## config.mk

```make
export PLATFORM = sky130hd
export DESIGN_NAME = backend_load_balancer_top
export DESIGN_NICKNAME = d
export VERILOG_FILES = /design/src/rtl/blb_pkg.sv /design/src/rtl/blb_cell.sv /design/src/rtl/blb_mod.sv /design/src/rtl/backend_load_balancer_top.sv
export SDC_FILE = /design/constraint.sdc
export NUM_CORES = 2
export LEC_CHECK = 0
export BUFFER_PORTS_ARGS = -buffer_cell sky130_fd_sc_hd__buf_2
export CAP_MARGIN = 20
export CELL_PAD_IN_SITES_DETAIL_PLACEMENT = 0
export CELL_PAD_IN_SITES_GLOBAL_PLACEMENT = 1
export CORE_ASPECT_RATIO = 1.1
export CORE_MARGIN = 2
export CORE_UTILIZATION = 50
export DETAILED_ROUTE_END_ITERATION = 12
export PLACE_DENSITY_LB_ADDON = 0.1
export SLEW_MARGIN = 20
export SYNTH_ARGS = -nofsm -noshare
export SYNTH_HDL_FRONTEND = slang
export SYNTH_SLANG_ARGS = --single-unit
```

## constraint.sdc

```tcl
create_clock -name clk_i -period 12.5 [get_ports clk_i]
set_input_delay 0 -clock clk_i [delete_from_list [all_inputs] [get_ports clk_i]]
set_output_delay 0 -clock clk_i [all_outputs]
set_load 0.05 [all_outputs]
```

## src/rtl/blb_pkg.sv

```systemverilog
// Shared constants, types and helpers of the backend load balancer.
package blb_pkg;
  localparam int NumSlots = 16;
  localparam int SlotW = 4;
  localparam int CntW = 5;

  typedef enum logic [3:0] {
    CmdAdd = 4'd0, CmdRemove = 4'd1, CmdRoute = 4'd2, CmdSuccess = 4'd3,
    CmdFailure = 4'd4, CmdHealthy = 4'd5, CmdUnhealthy = 4'd6, CmdTick = 4'd7,
    CmdSetResp = 4'd8
  } cmd_e;

  localparam logic [2:0] StratRr = 3'd0;
  localparam logic [2:0] StratLeastConn = 3'd1;
  localparam logic [2:0] StratHash = 3'd3;
  localparam logic [2:0] StratLeastResp = 3'd4;

  localparam logic [1:0] CfgStrategy = 2'd0;
  localparam logic [1:0] CfgFailLimit = 2'd1;
  localparam logic [1:0] CfgBrkThresh = 2'd2;

  typedef enum logic [2:0] {
    StIdle, StCount, StDiv, StScan, StApply, StDone
  } state_e;

  // Operation broadcast from the controller to every cell.
  typedef struct packed {
    logic             count_en;
    logic             scan_en;
    logic             apply_en;
    logic [3:0]       cmd;
    logic [SlotW-1:0] slot;
    logic             slot_valid;
    logic             init_h;
    logic [SlotW-1:0] chosen;
    logic             chosen_ok;
    logic [19:0]      rt;
    logic [7:0]       fail_limit;
    logic [7:0]       brk_thresh;
  } cell_op_t;

  // Running word handed from cell to cell during a scan.
  typedef struct packed {
    logic             found;
    logic [SlotW-1:0] best;
    logic [19:0]      key;
    logic [CntW-1:0]  k;
    logic [CntW-1:0]  n;
  } chain_t;
endpackage

```

## src/rtl/blb_cell.sv

```systemverilog
// One backend slot: its state and one link of the scan chain.
module blb_cell (
  input  logic                 clk_i,
  input  logic                 rst_ni,
  input  logic [blb_pkg::SlotW-1:0] idx_i,
  input  blb_pkg::cell_op_t    op_i,
  input  logic [2:0]           strat_i,
  input  logic [blb_pkg::CntW-1:0] target_i,
  input  blb_pkg::chain_t      chain_i,
  output blb_pkg::chain_t      chain_o,
  output logic                 healthy_o,
  output logic                 open_o,
  output logic                 present_o
);
  logic present_q, present_d, healthy_q, healthy_d, open_q, open_d;
  logic [7:0] fail_q, fail_d, bcnt_q, bcnt_d;
  logic [15:0] conn_q, conn_d;
  logic [19:0] resp_q, resp_d;
  logic elig, mine, pick_here;
  logic [19:0] key;
  logic [7:0] fail_inc, bcnt_inc;
  blb_pkg::chain_t chain_d, chain_q;

  assign elig = present_q && healthy_q && !open_q;
  assign mine = op_i.slot_valid && (op_i.slot == idx_i);
  assign key  = (strat_i == blb_pkg::StratLeastConn) ? {4'd0, conn_q} : resp_q;

  // Fold this slot into the running count or selection.
  always_comb begin
    chain_d = chain_i;
    pick_here = 1'b0;
    if (op_i.count_en && elig) begin
      chain_d.n = chain_i.n + 1'b1;
    end
    if (op_i.scan_en && elig) begin
      if (strat_i == blb_pkg::StratLeastConn || strat_i == blb_pkg::StratLeastResp) begin
        pick_here = !chain_i.found || (key < chain_i.key);
      end else begin
        pick_here = !chain_i.found && (chain_i.k == target_i);
        chain_d.k = chain_i.k + 1'b1;
      end
      if (pick_here) begin
        chain_d.found = 1'b1;
        chain_d.best = idx_i;
        chain_d.key = key;
      end
    end
  end

  // Register the chain link toward the next cell.
  always_ff @(posedge clk_i) begin
    chain_q <= chain_d;
  end
  assign chain_o = chain_q;

  // Update this slot's state for the command.
  always_comb begin
    present_d = present_q;
    healthy_d = healthy_q;
    open_d = open_q;
    fail_d = fail_q;
    bcnt_d = bcnt_q;
    conn_d = conn_q;
    resp_d = resp_q;
    fail_inc = (fail_q == 8'hFF) ? fail_q : fail_q + 8'd1;
    bcnt_inc = (bcnt_q == 8'hFF) ? bcnt_q : bcnt_q + 8'd1;
    if (op_i.apply_en) begin
      case (op_i.cmd)
        blb_pkg::CmdAdd: begin
          if (mine && !present_q) begin
            present_d = 1'b1; healthy_d = op_i.init_h; open_d = 1'b0;
            fail_d = '0; bcnt_d = '0; conn_d = '0;
          end
        end
        blb_pkg::CmdRemove: begin
          if (mine && present_q) begin
            present_d = 1'b0; healthy_d = 1'b0; open_d = 1'b0;
            fail_d = '0; bcnt_d = '0; conn_d = '0;
          end
        end
        blb_pkg::CmdRoute: begin
          if (op_i.chosen_ok && op_i.chosen == idx_i && conn_q != 16'hFFFF) begin
            conn_d = conn_q + 16'd1;
          end
        end
        blb_pkg::CmdSuccess, blb_pkg::CmdFailure: begin
          if (mine && present_q) begin
            if (op_i.cmd == blb_pkg::CmdFailure) begin
              bcnt_d = bcnt_inc;
              if (bcnt_inc >= op_i.brk_thresh) open_d = 1'b1;
            end
            if (conn_q != 16'd0) conn_d = conn_q - 16'd1;
          end
        end
        blb_pkg::CmdHealthy: begin
          if (mine && present_q) begin
            healthy_d = 1'b1; fail_d = '0;
          end
        end
        blb_pkg::CmdUnhealthy: begin
          if (mine && present_q) healthy_d = 1'b0;
        end
        blb_pkg::CmdTick: begin
          if (present_q) begin
            if (fail_q < op_i.fail_limit) begin
              if (!healthy_q) begin
                healthy_d = 1'b1; fail_d = '0;
              end
            end else begin
              fail_d = fail_inc;
              healthy_d = 1'b0;
            end
          end
        end
        blb_pkg::CmdSetResp: begin
          if (mine) resp_d = op_i.rt;
        end
        default: ;
      endcase
    end
  end

  // Hold slot state; reset clears it.
  always_ff @(posedge clk_i or negedge rst_ni) begin
    if (!rst_ni) begin
      present_q <= 1'b0; healthy_q <= 1'b0; open_q <= 1'b0;
      fail_q <= '0; bcnt_q <= '0; conn_q <= '0; resp_q <= '0;
    end else begin
      present_q <= present_d; healthy_q <= healthy_d; open_q <= open_d;
      fail_q <= fail_d; bcnt_q <= bcnt_d; conn_q <= conn_d; resp_q <= resp_d;
    end
  end

  assign healthy_o = healthy_q;
  assign open_o = open_q;
  assign present_o = present_q;
endmodule

```

## src/rtl/blb_mod.sv

```systemverilog
// Sequential remainder of a 32-bit value by a small count, one bit a cycle.
module blb_mod (
  input  logic                       clk_i,
  input  logic                       rst_ni,
  input  logic                       start_i,
  input  logic [31:0]                num_i,
  input  logic [blb_pkg::CntW-1:0]   den_i,
  output logic                       done_o,
  output logic [blb_pkg::CntW-1:0]   rem_o
);
  logic [31:0] num_q, num_d;
  logic [blb_pkg::CntW:0] rem_q, rem_d, trial;
  logic [5:0] cnt_q, cnt_d;
  logic busy_q, busy_d;

  assign trial = {rem_q[blb_pkg::CntW-1:0], num_q[31]};

  // Shift in one dividend bit and subtract when it fits.
  always_comb begin
    num_d = num_q; rem_d = rem_q; cnt_d = cnt_q; busy_d = busy_q;
    if (start_i) begin
      num_d = num_i; rem_d = '0; cnt_d = 6'd32; busy_d = 1'b1;
    end else if (busy_q) begin
      num_d = {num_q[30:0], 1'b0};
      rem_d = (trial >= {1'b0, den_i}) ? trial - {1'b0, den_i} : trial;
      cnt_d = cnt_q - 6'd1;
      if (cnt_q == 6'd1) busy_d = 1'b0;
    end
  end

  always_ff @(posedge clk_i or negedge rst_ni) begin
    if (!rst_ni) begin
      busy_q <= 1'b0; cnt_q <= '0; rem_q <= '0; num_q <= '0;
    end else begin
      busy_q <= busy_d; cnt_q <= cnt_d; rem_q <= rem_d; num_q <= num_d;
    end
  end

  assign done_o = busy_q && (cnt_q == 6'd1);
  assign rem_o = rem_d[blb_pkg::CntW-1:0];
endmodule

```

## src/rtl/backend_load_balancer_top.sv

```systemverilog
// Backend load balancer: controller, modulo unit and a chain of slot cells.
// Slot commands go straight to apply and done. Least-connection or least-response
// routes scan the chain first; round-robin or hash routes count eligible slots,
// take the bit-serial remainder and then scan (apply at once if none is eligible).
// Busy drops in the cycle after the result; the receiver cannot stall results.
// Reset clears slot state, counters and registers to their defaults, except the cell chain links.
module backend_load_balancer_top (
  input  logic        clk_i,
  input  logic        rst_ni,
  input  logic        start,
  output logic        busy,
  input  logic [3:0]  cmd_i,
  input  logic [3:0]  slot_i,
  input  logic        initial_healthy_i,
  input  logic [31:0] client_hash_i,
  input  logic [19:0] response_time_i,
  input  logic        cfg_we_i,
  input  logic [1:0]  cfg_idx_i,
  input  logic [7:0]  cfg_data_i,
  output logic        done_o,
  output logic        ok_o,
  output logic [3:0]  chosen_slot_o,
  output logic        slot_healthy_o,
  output logic [1:0]  breaker_state_o,
  output logic [31:0] request_total_o,
  output logic [15:0] connection_total_o
);
  localparam int N = blb_pkg::NumSlots;
  localparam int CW = blb_pkg::CntW;

  blb_pkg::state_e state_q, state_d;
  logic [2:0] strat_q;
  logic [7:0] flim_q, bthr_q;
  logic [3:0] cmd_q;
  logic [3:0] slot_q;
  logic init_q;
  logic [31:0] hash_q, rr_q, req_q;
  logic [19:0] rt_q;
  logic [15:0] cg_q;
  logic [4:0] step_q, step_d;
  logic [CW-1:0] n_q, target_q;
  logic found_q;
  logic [3:0] best_q;
  logic ranked, mod_start, mod_done;
  logic [CW-1:0] rem;
  blb_pkg::cell_op_t op;
  blb_pkg::chain_t chain [N+1];
  logic [N-1:0] cell_h, cell_o, cell_p;
  logic rep_sel_ok;
  logic [3:0] rep_slot;
  logic add_rm_ok_q;

  assign ranked = (strat_q == blb_pkg::StratLeastConn) ||
                  (strat_q == blb_pkg::StratLeastResp);
  assign chain[0] = '0;

  // Advance the command sequencer.
  always_comb begin
    state_d = state_q;
    step_d = step_q;
    case (state_q)
      blb_pkg::StIdle: begin
        if (start) begin
          step_d = '0;
          if (cmd_i == blb_pkg::CmdRoute) begin
            state_d = (strat_q == blb_pkg::StratLeastConn ||
                       strat_q == blb_pkg::StratLeastResp) ? blb_pkg::StScan
                                                           : blb_pkg::StCount;
          end else begin
            state_d = blb_pkg::StApply;
          end
        end
      end
      blb_pkg::StCount: begin
        step_d = step_q + 5'd1;
        if (step_q == 5'(N)) state_d = blb_pkg::StDiv;
      end
      blb_pkg::StDiv: begin
        step_d = '0;
        if (mod_done || n_q == '0) state_d = (n_q == '0) ? blb_pkg::StApply
                                                          : blb_pkg::StScan;
      end
      blb_pkg::StScan: begin
        step_d = step_q + 5'd1;
        if (step_q == 5'(N)) state_d = blb_pkg::StApply;
      end
      blb_pkg::StApply: state_d = blb_pkg::StDone;
      blb_pkg::StDone: state_d = blb_pkg::StIdle;
      default: state_d = blb_pkg::StIdle;
    endcase
  end

  // Drive the cell operation from the state.
  always_comb begin
    op = '0;
    op.count_en = (state_q == blb_pkg::StCount) && (step_q == '0);
    op.scan_en = (state_q == blb_pkg::StScan) && (step_q == '0);
    op.apply_en = (state_q == blb_pkg::StApply);
    op.cmd = cmd_q;
    op.slot = slot_q;
    op.slot_valid = 1'b1;
    op.init_h = init_q;
    op.chosen = best_q;
    op.chosen_ok = found_q;
    op.rt = rt_q;
    op.fail_limit = flim_q;
    op.brk_thresh = bthr_q;
  end

  // Decode a per-cell enable from the step so each cell sees its own cycle.
  genvar g;
  generate
    for (g = 0; g < N; g++) begin : g_cell
      blb_pkg::cell_op_t cop;
      always_comb begin
        cop = op;
        cop.count_en = (state_q == blb_pkg::StCount) && (step_q == 5'(g));
        cop.scan_en = (state_q == blb_pkg::StScan) && (step_q == 5'(g));
      end
      blb_cell u_cell (
        .clk_i, .rst_ni, .idx_i(4'(g)), .op_i(cop), .strat_i(strat_q),
        .target_i(target_q), .chain_i(chain[g]), .chain_o(chain[g+1]),
        .healthy_o(cell_h[g]), .open_o(cell_o[g]), .present_o(cell_p[g])
      );
    end
  endgenerate

  // Feed each cell the previous cell's registered word; stage 0 starts empty.
  // (Chain words only matter at the cycle the matching cell is enabled.)

  assign mod_start = (state_q == blb_pkg::StCount) && (step_q == 5'(N));
  blb_mod u_mod (
    .clk_i, .rst_ni, .start_i(mod_start),
    .num_i((strat_q == blb_pkg::StratHash) ? hash_q : rr_q),
    .den_i(n_q), .done_o(mod_done), .rem_o(rem)
  );

  // Hold the command, registers and global counters.
  always_ff @(posedge clk_i or negedge rst_ni) begin
    if (!rst_ni) begin
      state_q <= blb_pkg::StIdle; step_q <= '0;
      strat_q <= blb_pkg::StratRr; flim_q <= 8'd3; bthr_q <= 8'd5;
      rr_q <= '0; req_q <= '0; cg_q <= '0; n_q <= '0; target_q <= '0;
      found_q <= 1'b0; best_q <= '0;
      cmd_q <= '0; slot_q <= '0; init_q <= 1'b0; hash_q <= '0; rt_q <= '0;
    end else begin
      state_q <= state_d; step_q <= step_d;
      if (cfg_we_i) begin
        case (cfg_idx_i)
          blb_pkg::CfgStrategy: begin strat_q <= cfg_data_i[2:0]; rr_q <= '0; end
          blb_pkg::CfgFailLimit: flim_q <= cfg_data_i;
          blb_pkg::CfgBrkThresh: bthr_q <= cfg_data_i;
          default: ;
        endcase
      end
      if (state_q == blb_pkg::StIdle && start) begin
        cmd_q <= cmd_i; slot_q <= slot_i; init_q <= initial_healthy_i;
        hash_q <= client_hash_i; rt_q <= response_time_i;
        found_q <= 1'b0; best_q <= '0; n_q <= '0; target_q <= '0;
      end
      if (state_q == blb_pkg::StCount && step_q == 5'(N)) n_q <= chain[N].n;
      if (mod_done) target_q <= rem;
      if (state_q == blb_pkg::StScan && step_q == 5'(N)) begin
        found_q <= chain[N].found;
        best_q <= chain[N].found ? chain[N].best : 4'd0;
      end
      if (state_q == blb_pkg::StApply) begin
        case (cmd_q)
          blb_pkg::CmdRoute: begin
            if (!ranked && strat_q != blb_pkg::StratHash && n_q != '0) rr_q <= rr_q + 32'd1;
            if (found_q) begin
              if (req_q != 32'hFFFF_FFFF) req_q <= req_q + 32'd1;
              if (cg_q != 16'hFFFF) cg_q <= cg_q + 16'd1;
            end
          end
          blb_pkg::CmdSuccess, blb_pkg::CmdFailure: begin
            if (cg_q != 16'd0) cg_q <= cg_q - 16'd1;
          end
          default: ;
        endcase
      end
    end
  end

  // Each cell's chain link carries the running word forward to the next cell.
  // Report the addressed or chosen slot after the update.
  assign rep_sel_ok = (cmd_q != blb_pkg::CmdRoute) || found_q;
  assign rep_slot = (cmd_q == blb_pkg::CmdRoute) ? best_q : slot_q;

  assign busy = (state_q != blb_pkg::StIdle);
  assign done_o = (state_q == blb_pkg::StDone);
  assign ok_o = done_o && (((cmd_q == blb_pkg::CmdRoute) && found_q) ||
                ((cmd_q == blb_pkg::CmdAdd || cmd_q == blb_pkg::CmdRemove) &&
                 (cell_p[slot_q] == (cmd_q == blb_pkg::CmdAdd)) && add_rm_ok_q));
  assign chosen_slot_o = (cmd_q == blb_pkg::CmdRoute) ? best_q : 4'd0;
  assign slot_healthy_o = rep_sel_ok && cell_h[rep_slot];
  assign breaker_state_o = {1'b0, rep_sel_ok && cell_o[rep_slot]};
  assign request_total_o = req_q;
  assign connection_total_o = cg_q;

  // Note whether add or remove changed presence at the update edge.
  always_ff @(posedge clk_i or negedge rst_ni) begin
    if (!rst_ni) add_rm_ok_q <= 1'b0;
    else if (state_q == blb_pkg::StApply)
      add_rm_ok_q <= (cmd_q == blb_pkg::CmdAdd) ? !cell_p[slot_q] : cell_p[slot_q];
  end
endmodule

```

==> impl_results.md <==
* Final period utilization at 44.58%
* Final WS setup at 6.927 ns
* Fraction of layout cells with a size suffix above 1 at 12.39%
* Post-CTS Repair Setup Buffers at 0
* Average routed wire per standard cell at 22.02 um
* Final-report max-slew violation count at 0
* CP required at 13.26 ns
* FFs w/ async S/R, synth at 68.91%
* Max-cap viol count at 0
* GP Congestion at 0.9352
* RSZ-0062 raised after global routing: false
* Crit path max-delay family: buffers and inverters
* Leak Pwr at 0.05121 uW
* WL final at 291.3 mm
* Site Rows at 167
* Outcome: finished, final reports clean
* First-pass GRT wire length at 449.0 mm
* GRT overflow at 0
* H-Tree Level Count at 4
* Largest stage delay on the critical path at 0.71 ns
* Yosys warning count at 0
* CTS Buffer Depth at 3
* Num ports at 133
* Antenna violations before repair at 29
* WP buf/inv at 3
* Core box area at 188700 sq um
* CP endpoint kind: register
* Die ar. at 193700 sq um
* Syn Area/Cell at 9.221 sq um
* Final setup fails at 0
* Clk sinks at 1608
* Top_reg_cell synth: dfrtp_1
* Number of global-route vias before repair at 75674
* Die width at 419.8 um
* Initial Utilization at 50.39%
* Pre-Repair DR Iteration Count at 6
* Synth cell types at 96
* 1st-iter DRT viols at 5955
* Largest net degree at the start of global routing at 145
* Fmax at 179.4 MHz
* Tightest Hold Check Type: input pin to register
* Critical path, cell by cell: or3b_4 -> buf_4 -> buf_4 -> nand2_1 -> nand2_1 -> ha_1 -> a21o_1 -> a21o_1 -> a21o_1 -> a211oi_1 -> o21bai_1 -> a31o_2 -> a21o_1 -> a21boi_2 -> buf_4 -> mux2_2
* CP max FO at 69
* Syn nets at 11240
* Post-Synthesis Cells at 10311
* Num CTS Buffers at 181
* Synth Cell Area at 95080 sq um
* Worst-Skew Late Latency at 0.87 ns
* EDFF count, synth at 0
* Crit path top cell by count: a21o_1
* Vias per Instance at 5.878
* Worst hold endpoint: slot_q[3]$_DFFE_PN0P_
* Resized cells post-CTS at 0
* Reg2reg end: g_cell[14].u_cell.chain_o[28]$_DFF_P_
* Reg2reg setup slack at 6.93 ns
* Worst Setup Start Kind: register
* GRT Util Overall at 29.87%
* Critical Path AT at 6.33 ns
* CTS tree: built
* Slew @ Worst Pin at 1.235 ns
* Final hold viol count at 0
* Register area share after synthesis at 39.70%
* Period minus WS final at 5.573 ns
* Post-DP HPWL at 201.9 mm
* Die height at 461.4 um
* Fin nets at 11456
* DR DRC count at 0
* Worst slack at placement at 6.936 ns
* # port buffers at 131
* Reg2reg path depth at 16
* FF-to-FF Start: strat_q[1]$_DFFE_PN0P_
* Crit Path Category: register to register
* Area Growth Syn to Fin at 12.58%
* Vias at 77755
* Slew headroom at 17.04%
* Root Driver: clkbuf_16
* Remaining antenna violation count at 0
* Min-delay src: slot_i[3]
* Clock transition at the registers of the reported paths at 0.06 ns
* Setup Skew at 0.04908 ns
* Crit-path slowest cell: buf_4
* Hold path depth at 4
* Setup TNS at 0 ns
* Peak VDD IR at 0.1438 mV
* Flops & latches, synth at 1608
* Pwr dens at 193.5 nW/um^2
-- layer usage --
| metal | track usage, % | routed length, um | up-vias |
|---|---|---|---|
| met2 | 49.70 | 138200 | 1840 |
| li1 | - | - | 37299 |
| met1 | 39.19 | 126400 | 38074 |
| met5 | 0 | 107 | - |
| met4 | 11.26 | 11270 | 16 |
| met3 | 4.451 | 15320 | 526 |
-- tightest hold or removal path: cells and delay by family --
| kind | cells | cell delay [ns] |
|---|---|---|
| buf+inv | 2 | 0.65 |
| simple gates | 2 | 0.25 |
-- cells in the final DEF (no fill, tap or decap), drive strengths merged, types with 179 or more instances in the layout --
cell / synthesis / layout
mux2: 620 / 620
clkbuf: 337 / 266
nor2: 466 / 466
dfxtp: 500 / 500
o21ai: 671 / 671
inv: 462 / 470
nand3: 266 / 266
nor3: 209 / 209
dfrtp: 1104 / 1104
ha: 836 / 836
a21oi: 446 / 446
nand2: 1677 / 1677
a21o: 306 / 306
nand4: 225 / 225
xnor2: 250 / 250
xor2: 179 / 179
buf: 47 / 255
-- per-stage QoR --
stage / utilization (%) / instances / total power (uW) / instance area, sq um / hold slack [ns]
after detailed placement: 52.34 / 12715 / 14860 / 98750 / 0.1294
after global routing: 56.73 / 13225 / 21960 / 107000 / 0.02885
after CTS: 56.69 / 13221 / 20770 / 107000 / 0.001985
after floorplan: - / 10311 / 11940 / 95080 / -0.2956
final: 56.73 / 13228 / 20720 / 107000 / 0.07180
after global placement: 52.32 / 12714 / 14670 / 98720 / 0.1223
-- worst max-delay path by stage --
stage	cells past startpoint	startpoint	to	slack (ns)
after floorplan	16	cmd_q[0]$_DFFE_PN0P_	g_cell[9].u_cell.conn_q[15]$_DFFE_PN0P_	1.51
after detailed placement	13	cmd_q[0]$_DFFE_PN0P_	g_cell[9].u_cell.conn_q[13]$_DFFE_PN0P_	6.94
final	16	strat_q[1]$_DFFE_PN0P_	g_cell[14].u_cell.chain_o[28]$_DFF_P_	6.93
after CTS	13	cmd_q[0]$_DFFE_PN0P_	g_cell[9].u_cell.conn_q[13]$_DFFE_PN0P_	6.91
after global routing	16	strat_q[1]$_DFFE_PN0P_	g_cell[14].u_cell.chain_o[13]$_DFF_P_	6.53
after global placement	16	strat_q[1]$_DFFE_PN0P_	g_cell[14].u_cell.chain_o[28]$_DFF_P_	7.09
-- repair_timing --
action / 4_1_cts / 5_1_grt
endpoints found under the hold margin: 213 / 0
endpoints found under the setup margin: 0 / 0
hold buffers: 163 / 0
-- cell type report --
class,instances,area [sq um]
repair buffers,417,3341
clock inverters,77,1141
well taps,2535,3172
multi-input cells,7856,54440
flip-flops and latches,1608,37760
inverters,463,1743
fillers,16749,81640
diodes,6,15.01
clock buffers,266,5423
-- flip-flops by register name, indices dropped and copies added, names as in the netlist, 6 cells and up --
name / cells
bthr_q: 8
connection_total_o: 16
flim_q: 8
g_cell.u_cell.bcnt_q: 128
g_cell.u_cell.chain_o: 500
g_cell.u_cell.conn_q: 256
g_cell.u_cell.fail_q: 128
g_cell.u_cell.healthy_o: 16
g_cell.u_cell.open_o: 16
g_cell.u_cell.present_o: 16
g_cell.u_cell.resp_q: 320
hash_q: 32
request_total_o: 32
rr_q: 32
rt_q: 20
u_mod.cnt_q: 6
u_mod.num_q: 32
-- power breakdown --
group	switching, uW	internal, uW
registers	1350	5930
logic	4800	2850
clock network	2400	3390
total	8550	12200
-- cells in the mapped netlist (105+ instances only) --
master	count	area, sq um
dfrtp_1	1104	27630
clkbuf_1	337	1265
mux2_2	602	6779
xor2_1	179	1568
and3_1	140	875.8
o21a_1	109	818.3
inv_1	462	1734
nand3_1	266	1331
xnor2_1	250	2190
nor3_1	208	1041
nor2b_1	105	656.9
nand2b_1	158	988.5
nor4_1	108	675.7
a21oi_1	444	2222
o31ai_1	130	975.9
nand2_1	1677	6295
dfxtp_1	500	10010
ha_1	836	10460
nand4_1	225	1408
a21o_1	306	2297
nor2_1	466	1749
o21ai_0	664	3323
-- cell families (layout without fill, tap and decap cells) --
| group | Yosys count | in the layout | share of synthesized area, % |
|---|---|---|---|
| flip-flops | 1608 | 1608 | 39.70 |
| other | 1 | 7 | 0.003944 |
| XOR/XNOR | 429 | 429 | 3.952 |
| buffers and inverters | 847 | 1223 | 3.410 |
| AO/OA/AOI/OAI | 2242 | 2242 | 15.28 |
| multiplexers | 716 | 716 | 8.530 |
| AND/OR/NAND/NOR | 3614 | 3614 | 17.75 |
| adder cells (fa/ha/maj) | 854 | 854 | 11.38 |
(Power assumes the default switching activity.)
